File: src/rtl/core/pcc_pkg.sv
// ----------------------------------------------------------------------------
// pcc_pkg
// Shared types and constants of the metering chip poll controller.
// ----------------------------------------------------------------------------
package pcc_pkg;

    localparam int BYTE_W     = 8;
    localparam int DATA_W     = 24;
    localparam int TIMER_W    = 16;
    localparam int CFG_IDX_W  = 3;
    localparam int CFG_DATA_W = 16;
    localparam int S_TDATA_W  = 32;
    localparam int M_TDATA_W  = 56;

    // Register indexes of the configuration port.
    localparam logic [CFG_IDX_W-1:0] REG_READ_COMMAND   = 3'd0;
    localparam logic [CFG_IDX_W-1:0] REG_ADDR_CURRENT   = 3'd1;
    localparam logic [CFG_IDX_W-1:0] REG_ADDR_VOLTAGE   = 3'd2;
    localparam logic [CFG_IDX_W-1:0] REG_ADDR_POWER     = 3'd3;
    localparam logic [CFG_IDX_W-1:0] REG_ADDR_PULSE     = 3'd4;
    localparam logic [CFG_IDX_W-1:0] REG_AUTO_ENABLE    = 3'd5;
    localparam logic [CFG_IDX_W-1:0] REG_POLL_PERIOD    = 3'd6;
    localparam logic [CFG_IDX_W-1:0] REG_TIMEOUT_TICKS  = 3'd7;

    // Reset values of the timing registers.
    localparam logic [TIMER_W-1:0] POLL_PERIOD_RST   = 16'd2000;
    localparam logic [TIMER_W-1:0] TIMEOUT_TICKS_RST = 16'd200;

    // Measurement channels.
    localparam logic [1:0] CH_VOLTAGE = 2'd0;
    localparam logic [1:0] CH_CURRENT = 2'd1;
    localparam logic [1:0] CH_POWER   = 2'd2;
    localparam logic [1:0] CH_PULSE   = 2'd3;

    localparam logic [2:0]        MAX_RETRIES   = 3'd5;
    localparam logic [2:0]        ROUND_READS   = 3'd4;
    localparam logic [DATA_W-1:0] SIGN_MASK     = 24'h800000;
    localparam logic [DATA_W-1:0] MAG_MASK      = 24'h7FFFFF;

    typedef enum logic [1:0] {
        OP_TICK  = 2'd0,
        OP_REPLY = 2'd1,
        OP_POLL  = 2'd2
    } t_op;

    typedef enum logic {
        KIND_FRAME = 1'b0,
        KIND_VALUE = 1'b1
    } t_kind;

    typedef enum logic [1:0] {
        PH_IDLE     = 2'd0,
        PH_ARMED    = 2'd1,
        PH_COUNTING = 2'd2
    } t_phase;

    typedef struct packed {
        logic [BYTE_W-1:0]  read_command;
        logic [BYTE_W-1:0]  addr_current;
        logic [BYTE_W-1:0]  addr_voltage;
        logic [BYTE_W-1:0]  addr_power;
        logic [BYTE_W-1:0]  addr_pulse_count;
        logic               auto_enable;
        logic [TIMER_W-1:0] poll_period;
        logic [TIMER_W-1:0] timeout_ticks;
    } t_cfg;

    typedef struct packed {
        logic [1:0]        operation;
        logic [DATA_W-1:0] reply_data;
        logic [BYTE_W-1:0] reply_checksum;
    } t_item;

    typedef struct packed {
        t_kind             kind;
        logic [BYTE_W-1:0] frame_command;
        logic [BYTE_W-1:0] frame_address;
        logic [BYTE_W-1:0] frame_checksum;
        logic [1:0]        channel;
        logic [DATA_W-1:0] value;
    } t_result;

endpackage

File: src/rtl/core/pcc_cfg.sv
// ----------------------------------------------------------------------------
// pcc_cfg
// Configuration register file, written through a plain write port.
// ----------------------------------------------------------------------------
module pcc_cfg (
    input  logic                              i_clk,
    input  logic                              i_rst_n,
    input  logic                              i_cfg_we,
    input  logic [pcc_pkg::CFG_IDX_W-1:0]     i_cfg_index,
    input  logic [pcc_pkg::CFG_DATA_W-1:0]    i_cfg_data,
    output pcc_pkg::t_cfg                     o_cfg
);
    import pcc_pkg::*;

    t_cfg r_cfg;

    // Register writes; unused upper data bits are dropped.
    always_ff @(posedge i_clk) begin
        if (!i_rst_n) begin
            r_cfg.read_command     <= '0;
            r_cfg.addr_current     <= '0;
            r_cfg.addr_voltage     <= '0;
            r_cfg.addr_power       <= '0;
            r_cfg.addr_pulse_count <= '0;
            r_cfg.auto_enable      <= 1'b1;
            r_cfg.poll_period      <= POLL_PERIOD_RST;
            r_cfg.timeout_ticks    <= TIMEOUT_TICKS_RST;
        end else if (i_cfg_we) begin
            unique case (i_cfg_index)
                REG_READ_COMMAND:  r_cfg.read_command     <= i_cfg_data[BYTE_W-1:0];
                REG_ADDR_CURRENT:  r_cfg.addr_current     <= i_cfg_data[BYTE_W-1:0];
                REG_ADDR_VOLTAGE:  r_cfg.addr_voltage     <= i_cfg_data[BYTE_W-1:0];
                REG_ADDR_POWER:    r_cfg.addr_power       <= i_cfg_data[BYTE_W-1:0];
                REG_ADDR_PULSE:    r_cfg.addr_pulse_count <= i_cfg_data[BYTE_W-1:0];
                REG_AUTO_ENABLE:   r_cfg.auto_enable      <= i_cfg_data[0];
                REG_POLL_PERIOD:   r_cfg.poll_period      <= i_cfg_data[TIMER_W-1:0];
                REG_TIMEOUT_TICKS: r_cfg.timeout_ticks    <= i_cfg_data[TIMER_W-1:0];
                default: ;
            endcase
        end
    end

    assign o_cfg = r_cfg;

endmodule

File: src/rtl/core/pcc_core.sv
// ----------------------------------------------------------------------------
// pcc_core
// Poll state registers and the single-pass update logic for one item.
// ----------------------------------------------------------------------------
module pcc_core (
    input  logic             i_clk,
    input  logic             i_rst_n,
    input  pcc_pkg::t_cfg    i_cfg,
    input  logic             i_valid,
    input  pcc_pkg::t_item   i_item,
    output logic             o_res_valid,
    output pcc_pkg::t_result o_res
);
    import pcc_pkg::*;

    logic [2:0]         r_pending, n_pending;
    logic               r_busy, n_busy;
    logic [1:0]         r_cur, n_cur;
    logic [2:0]         r_retry, n_retry;
    t_phase             r_phase, n_phase;
    logic [TIMER_W-1:0] r_tmo_cnt, n_tmo_cnt;
    logic               r_timed_out, n_timed_out;
    logic [TIMER_W-1:0] r_poll_tmr, n_poll_tmr;

    // Chip register address of a channel.
    function automatic logic [BYTE_W-1:0] chan_addr(input t_cfg cfg, input logic [1:0] ch);
        logic [BYTE_W-1:0] a;
        unique case (ch)
            CH_VOLTAGE: a = cfg.addr_voltage;
            CH_CURRENT: a = cfg.addr_current;
            CH_POWER:   a = cfg.addr_power;
            default:    a = cfg.addr_pulse_count;
        endcase
        return a;
    endfunction

    // Read frame: command, address and 0xFF minus their byte sum.
    function automatic t_result make_frame(input t_cfg cfg, input logic [1:0] ch);
        t_result f;
        logic [BYTE_W-1:0] a;
        a                = chan_addr(cfg, ch);
        f                = '0;
        f.kind           = KIND_FRAME;
        f.frame_command  = cfg.read_command;
        f.frame_address  = a;
        f.frame_checksum = ~(cfg.read_command + a);
        f.channel        = ch;
        return f;
    endfunction

    logic [BYTE_W-1:0]  sum;
    logic [2:0]         rc1;
    logic               retry_ok;
    logic               issued;
    logic               busy_v;
    logic [TIMER_W-1:0] cnt;
    logic [TIMER_W-1:0] ptm;
    logic [DATA_W-1:0]  val;
    logic [1:0]         fresh_ch;
    logic               fresh_hit;

    // Next state and result for the item at the input register.
    always_comb begin
        n_pending   = r_pending;
        n_busy      = r_busy;
        n_cur       = r_cur;
        n_retry     = r_retry;
        n_phase     = r_phase;
        n_tmo_cnt   = r_tmo_cnt;
        n_timed_out = r_timed_out;
        n_poll_tmr  = r_poll_tmr;
        o_res_valid = 1'b0;
        o_res       = '0;
        sum         = i_cfg.read_command + chan_addr(i_cfg, r_cur)
                      + i_item.reply_data[23:16] + i_item.reply_data[15:8]
                      + i_item.reply_data[7:0];
        rc1         = r_retry + 3'd1;
        retry_ok    = (rc1 <= MAX_RETRIES) && (rc1 != 3'd0);
        issued      = 1'b0;
        busy_v      = r_busy;
        cnt         = '0;
        ptm         = '0;
        val         = '0;
        fresh_ch    = CH_VOLTAGE;
        fresh_hit   = 1'b0;

        unique case (t_op'(i_item.operation))
            OP_TICK: begin
                // Reply timeout of the read in flight.
                if (r_phase != PH_IDLE) begin
                    cnt = ((r_phase == PH_ARMED) ? '0 : r_tmo_cnt) + 16'd1;
                    if (cnt >= i_cfg.timeout_ticks) begin
                        n_tmo_cnt   = '0;
                        n_phase     = PH_IDLE;
                        n_timed_out = 1'b1;
                    end else begin
                        n_tmo_cnt = cnt;
                        n_phase   = PH_COUNTING;
                    end
                end else begin
                    n_tmo_cnt = '0;
                end
                // Periodic poll round.
                if (i_cfg.auto_enable) begin
                    ptm = r_poll_tmr + 16'd1;
                    if (ptm >= i_cfg.poll_period) begin
                        n_poll_tmr = '0;
                        n_pending  = ROUND_READS;
                        n_busy     = 1'b0;
                    end else begin
                        n_poll_tmr = ptm;
                    end
                end else begin
                    n_poll_tmr = '0;
                end
            end
            OP_REPLY: begin
                if (r_busy) begin
                    if (i_item.reply_checksum != ~sum) begin
                        // Bad reply: resend or give up.
                        if (retry_ok) begin
                            n_retry     = rc1;
                            n_phase     = PH_ARMED;
                            n_timed_out = 1'b0;
                            n_busy      = 1'b1;
                            o_res_valid = 1'b1;
                            o_res       = make_frame(i_cfg, r_cur);
                        end else begin
                            n_retry     = '0;
                            n_phase     = PH_IDLE;
                            n_timed_out = 1'b0;
                            n_busy      = 1'b0;
                        end
                    end else begin
                        // Good reply: power reported as a magnitude.
                        val = i_item.reply_data;
                        if (r_cur == CH_POWER) begin
                            if ((i_item.reply_data & SIGN_MASK) != '0) begin
                                val = ((~i_item.reply_data) & MAG_MASK) + 24'd1;
                            end else begin
                                val = i_item.reply_data & MAG_MASK;
                            end
                        end
                        o_res_valid   = 1'b1;
                        o_res.kind    = KIND_VALUE;
                        o_res.channel = r_cur;
                        o_res.value   = val;
                        n_retry       = '0;
                        n_phase       = PH_IDLE;
                        n_timed_out   = 1'b0;
                        n_busy        = 1'b0;
                    end
                end
            end
            OP_POLL: begin
                // A timed-out read is resent first, or abandoned.
                if (r_timed_out) begin
                    n_timed_out = 1'b0;
                    if (retry_ok) begin
                        issued      = 1'b1;
                        n_retry     = rc1;
                        n_phase     = PH_ARMED;
                        n_busy      = 1'b1;
                        o_res_valid = 1'b1;
                        o_res       = make_frame(i_cfg, r_cur);
                    end else begin
                        busy_v  = 1'b0;
                        n_retry = '0;
                        n_phase = PH_IDLE;
                        n_busy  = 1'b0;
                    end
                end
                // Next queued read: pulse count, power, voltage, current.
                if (!issued && !busy_v && r_pending != 3'd0) begin
                    n_pending = r_pending - 3'd1;
                    priority case (r_pending)
                        3'd1: begin fresh_ch = CH_CURRENT; fresh_hit = 1'b1; end
                        3'd2: begin fresh_ch = CH_VOLTAGE; fresh_hit = 1'b1; end
                        3'd3: begin fresh_ch = CH_POWER;   fresh_hit = 1'b1; end
                        3'd4: begin fresh_ch = CH_PULSE;   fresh_hit = 1'b1; end
                        default: ;
                    endcase
                    if (fresh_hit) begin
                        n_cur       = fresh_ch;
                        n_retry     = '0;
                        n_phase     = PH_ARMED;
                        n_timed_out = 1'b0;
                        n_busy      = 1'b1;
                        o_res_valid = 1'b1;
                        o_res       = make_frame(i_cfg, fresh_ch);
                    end
                end
            end
            default: ;
        endcase
    end

    // State registers advance once per processed item.
    always_ff @(posedge i_clk) begin
        if (!i_rst_n) begin
            r_pending   <= '0;
            r_busy      <= 1'b0;
            r_cur       <= CH_VOLTAGE;
            r_retry     <= '0;
            r_phase     <= PH_IDLE;
            r_tmo_cnt   <= '0;
            r_timed_out <= 1'b0;
            r_poll_tmr  <= '0;
        end else if (i_valid) begin
            r_pending   <= n_pending;
            r_busy      <= n_busy;
            r_cur       <= n_cur;
            r_retry     <= n_retry;
            r_phase     <= n_phase;
            r_tmo_cnt   <= n_tmo_cnt;
            r_timed_out <= n_timed_out;
            r_poll_tmr  <= n_poll_tmr;
        end
    end

endmodule

File: src/rtl/core/metering_chip_poll_controller.sv
// ----------------------------------------------------------------------------
// metering_chip_poll_controller
// Poll controller for an energy-metering chip: timer ticks, read frames,
// reply checking with retries, and channel values.
// ----------------------------------------------------------------------------
// The block takes one word per clock cycle while the output is not stalled.
// A word is caught in an input register, handled by one pass of the poll
// logic once the output register can take a word, and its result word, if
// any, is held in an output register. The output register drains while the
// next word is taken; input ready only drops while a result waits unaccepted
// and the input register is full.
module metering_chip_poll_controller (
    input  logic                             i_clk,
    input  logic                             i_rst_n,
    // Slave side: tdata = reply_data[23:0], reply_checksum[31:24].
    input  logic                             s_axis_tvalid,
    output logic                             s_axis_tready,
    input  logic [pcc_pkg::S_TDATA_W-1:0]    s_axis_tdata,
    // tuser = operation[1:0].
    input  logic [1:0]                       s_axis_tuser,
    // Master side: tdata = frame_command[7:0], frame_address[15:8],
    // frame_checksum[23:16], channel[25:24], value[49:26], zero fill above.
    output logic                             m_axis_tvalid,
    input  logic                             m_axis_tready,
    output logic [pcc_pkg::M_TDATA_W-1:0]    m_axis_tdata,
    // tuser = kind[0].
    output logic                             m_axis_tuser,
    // Configuration write port.
    input  logic                             i_cfg_we,
    input  logic [pcc_pkg::CFG_IDX_W-1:0]    i_cfg_index,
    input  logic [pcc_pkg::CFG_DATA_W-1:0]   i_cfg_data
);
    import pcc_pkg::*;

    t_cfg    cfg;
    t_item   r_in;
    logic    r_in_valid;
    logic    advance;
    logic    res_valid;
    t_result res;
    t_result r_out;
    logic    r_out_valid;

    pcc_cfg u_cfg (
        .i_clk       (i_clk),
        .i_rst_n     (i_rst_n),
        .i_cfg_we    (i_cfg_we),
        .i_cfg_index (i_cfg_index),
        .i_cfg_data  (i_cfg_data),
        .o_cfg       (cfg)
    );

    // Input register moves on whenever the output register can take a word.
    assign advance       = r_in_valid && (!r_out_valid || m_axis_tready);
    assign s_axis_tready = !r_in_valid || advance;

    always_ff @(posedge i_clk) begin
        if (!i_rst_n) begin
            r_in_valid <= 1'b0;
        end else if (s_axis_tready) begin
            r_in_valid <= s_axis_tvalid;
        end
    end

    always_ff @(posedge i_clk) begin
        if (s_axis_tvalid && s_axis_tready) begin
            r_in.operation      <= s_axis_tuser;
            r_in.reply_data     <= s_axis_tdata[DATA_W-1:0];
            r_in.reply_checksum <= s_axis_tdata[S_TDATA_W-1:DATA_W];
        end
    end

    pcc_core u_core (
        .i_clk       (i_clk),
        .i_rst_n     (i_rst_n),
        .i_cfg       (cfg),
        .i_valid     (advance),
        .i_item      (r_in),
        .o_res_valid (res_valid),
        .o_res       (res)
    );

    // Result register.
    always_ff @(posedge i_clk) begin
        if (!i_rst_n) begin
            r_out_valid <= 1'b0;
        end else if (advance) begin
            r_out_valid <= res_valid;
        end else if (m_axis_tready) begin
            r_out_valid <= 1'b0;
        end
    end

    always_ff @(posedge i_clk) begin
        if (advance && res_valid) begin
            r_out <= res;
        end
    end

    assign m_axis_tvalid = r_out_valid;
    assign m_axis_tuser  = r_out.kind;
    assign m_axis_tdata  = {6'b0, r_out.value, r_out.channel, r_out.frame_checksum,
                            r_out.frame_address, r_out.frame_command};

endmodule

File: config.mk
export PLATFORM = sky130hd
export DESIGN_NAME = metering_chip_poll_controller
export DESIGN_NICKNAME = d
export VERILOG_FILES = /design/src/rtl/core/pcc_pkg.sv /design/src/rtl/core/pcc_cfg.sv /design/src/rtl/core/pcc_core.sv /design/src/rtl/core/metering_chip_poll_controller.sv
export SDC_FILE = /design/constraint.sdc
export NUM_CORES = 1
export LEC_CHECK = 0
export BUFFER_PORTS_ARGS = -buffer_cell sky130_fd_sc_hd__buf_2
export CAP_MARGIN = 40
export CORE_MARGIN = 2
export CORE_UTILIZATION = 60
export CTS_CLUSTER_SIZE = 24
export DETAILED_ROUTE_END_ITERATION = 7
export PLACE_DENSITY = 0.88
export SLEW_MARGIN = 20
export SYNTH_ARGS = -nofsm -noshare
export SYNTH_HDL_FRONTEND = slang
export SYNTH_HIERARCHICAL = 1
export SYNTH_SLANG_ARGS = --single-unit
File: constraint.sdc
create_clock -name i_clk -period 7.86 [get_ports i_clk]
set_input_delay 1.179 -clock i_clk [delete_from_list [all_inputs] [get_ports i_clk]]
set_output_delay 1.179 -clock i_clk [all_outputs]
set_load 0.01 [all_outputs]
==> impl_metrics.tcl <==
set metrics [dict create \
    ant_nets 0 \
    final_common_cell "nand2_1" \
    grt_pass1_wl_um 45400 \
    arrival_ps 5690 \
    top_layer "met5" \
    rows 51 \
    vias 9363 \
    cts_setup_buffers 0 \
    cts_hold_buf 0 \
    fillers 1407 \
    drt_wl_total_um 28500 \
    skew_ps 10.8 \
    wl_met1_um 11900 \
    yosysSeqAreaShare_pct 41.6 \
    synth.avg_cell_area_um2 9.89 \
    reg2regPathDepth 17 \
    fin_crit_ps 5490 \
    viasPerCell 5.96 \
    cap_violations 0 \
    layout_common_cells "135 x nand2_1, 119 x dfxtp_1, 109 x buf_2" \
    netlist_instances 1201 \
    rrSetupSlack_ps 2370 \
    grt_pass1_vias 9095 \
    place_congestion 0.906 \
    wl_met2_um 13400 \
    r2r-end "m_axis_tdata[10]" \
    grt_max_degree 67 \
    hold_path_depth 2 \
    yosys_warnings 6 \
    numCtsBuffers 23 \
    grt.total_usage_pct 27.4 \
    syn_area_mm2 0.0119 \
    startpoint_type "register" \
    die_area_mm2 0.0209 \
    firstDrtPassIters 5 \
    crit_type "reg2reg" \
    die_y_um 145 \
    cts.repair.resized 0 \
    wl_per_cell_um 18.1 \
    leakage_uw 0.00572 \
    multi_input_area_mm2 0.00634 \
    synthToLayoutAreaGrowth_pct 13.1 \
    slew_headroom_pct 49.2 \
    period_share_pct 69.9 \
    post-route-drc-count 0 \
    synthFlopType "dfxtp_1" \
    ios 117 \
    critPathLaunch "r_in[9]" \
    vdd_drop_max_mv 0.170 \
    cts_tree "yes" \
    finalSetupTns_ps 0 \
    ys_types 72 \
    synth-edff-count 85 \
    start_util_pct 61.0 \
    max_freq_mhz 182 \
    p_total_uw 2580 \
    cts_max_path_buffers 3 \
    final_hold_viol_count 0 \
    ys_ff_latch 204 \
    die_w_um 145 \
    core_area_mm2 0.0195 \
    dr_wl_met3_um 2060 \
    gr-total-overflow 0 \
    crit_path_end_kind "register" \
    antenna_found_initial 1 \
    diodes 0 \
    r2r_start "r_in[9]" \
    crit_fanout 30 \
    status "complete, no violations" \
    drt_iter0_markers 818 \
    powerDensity_mw_per_mm2 192 \
    finalSetupViolations 0 \
    hold_path.startpoint "u_cfg/o_cfg[15]" \
    drv_slew 0 \
    rsz0062_at_grt "no" \
    regArea_mm2 0.00493 \
    final_nets 1439 \
    hold_end "u_cfg/o_cfg[15]" \
    clkSinkCount 204 \
    tightest_slew_ps 760 \
    root_buffer "clkbuf_16" \
    clk_latency_ps 500 \
    cts.htree.levels 1 \
    numPortBuffers 110 \
    crit_required_ps 8050 \
    hp-class "reg2reg" \
    clk_pin_slew_ps 60 \
    synth-async-reset-ratio_pct 0 \
    hpwl_um 20600 \
    layout-drive-gt1-share_pct 14.5 \
]
[worst max-delay path, stage by stage, from the launching register on]
cell and delay, ps:
edfxtp_1 480, fa_1 520, fa_1 530, inv_1 60, fa_1 530, inv_1 50
ha_1 230, fa_1 460, xnor2_1 160, a211oi_1 220, o211ai_1 140, nor4_1 550
and2_4 280, o21ai_0 120, nand2_1 120, nand2_1 100, nor2_4 360, buf_12 250
[Yosys cell counts, types with 6 or more instances]
| cell | count | share of area [%] |
|---|---|---|
| nor3_1 | 9 | 0.38 |
| or3_1 | 7 | 0.37 |
| and2_1 | 13 | 0.68 |
| xnor2_1 | 48 | 3.5 |
| nor2b_1 | 28 | 1.5 |
| o211ai_1 | 6 | 0.38 |
| and3_1 | 16 | 0.84 |
| o22ai_1 | 14 | 0.74 |
| buf_2 | 14 | 0.59 |
| xor2_1 | 22 | 1.6 |
| a31oi_1 | 9 | 0.47 |
| nor2_1 | 80 | 2.5 |
| nand4_1 | 19 | 1.0 |
| a21oi_1 | 59 | 2.5 |
| edfxtp_1 | 85 | 21 |
| nand2b_1 | 8 | 0.42 |
| fa_1 | 22 | 3.7 |
| ha_1 | 69 | 7.3 |
| a211oi_1 | 6 | 0.38 |
| nand2_1 | 135 | 4.3 |
| dfxtp_1 | 119 | 20 |
| mux4_2 | 15 | 2.8 |
| a22oi_1 | 15 | 0.95 |
| a21o_1 | 29 | 1.8 |
| mux2i_1 | 88 | 7.4 |
| clkbuf_1 | 35 | 1.1 |
| inv_1 | 94 | 3.0 |
| buf_4 | 7 | 0.44 |
| o21ai_0 | 39 | 1.6 |
| nand3_1 | 19 | 0.80 |
[layer usage]
metal	vias up	track usage (%)
li1	4376	-
met1	4483	35.5
met2	420	46.6
met3	82	4.48
met4	2	10.2
met5	-	0
[worst max path at each step]
stage / slack [ps] / depth (start not counted) / endpoint
floorplan: 1350 / 16 / m_axis_tdata[0]
global placement: 2070 / 17 / m_axis_tdata[41]
detailed placement: 2470 / 17 / m_axis_tdata[8]
CTS: 2440 / 17 / m_axis_tdata[20]
global route: 2100 / 17 / m_axis_tdata[21]
finish: 2370 / 17 / m_axis_tdata[10]
[power breakdown]
group,switching [uW],internal [uW]
logic,163,125
clock network,422,719
registers,24.6,1120
[sequential cells by signal, indices dropped and copies added, names as in the netlist]
| signal | cells |
|---|---|
| u_cfg/o_cfg | 73 |
| u_core/r_busy | 1 |
| u_core/r_pending | 3 |
| u_core/r_timed_out | 1 |
| m_axis_tuser | 1 |
| u_core/r_poll_tmr | 16 |
| m_axis_tvalid | 1 |
| u_core/r_tmo_cnt | 16 |
| r_in_valid | 1 |
| u_core/r_cur | 2 |
| m_axis_tdata | 50 |
| u_core/r_retry | 3 |
| r_in | 34 |
| u_core/r_phase | 2 |
[logic make-up (layout without fill, tap and decap cells)]
logic type,count (synthesis),after routing,synth area share (%)
AO/OA/AOI/OAI,207,207,11.0
XOR/XNOR,72,72,5.49
flip-flops,204,204,41.6
buffers and inverters,156,256,5.43
other,1,6,0.0316
AND/OR/NAND/NOR,366,366,15.1
multiplexers,104,104,10.4
adder cells (fa/ha/maj),91,91,11.0
[layout make-up]
type	instances	share of cell area, %
timing repair buffer	120	4.92
tap	265	2.47
inverter	95	2.65
clock inverter	11	1.12
sequential	204	36.7
multi-input combinational	846	47.2
clock buffer	30	4.93
[stage by stage]
stage	utilization, %	cells	instance area (um2)	hold WS [ps]	setup slack (ps)
floorplan	-	1206	11900	435	1350
global placement	64.6	1527	12600	444	2070
detailed placement	64.9	1530	12600	457	2470
CTS	69.0	1571	13400	465	2440
global route	69.0	1571	13400	483	2100
finish	69.0	1571	13400	461	2370
(Power assumes the default switching activity.)
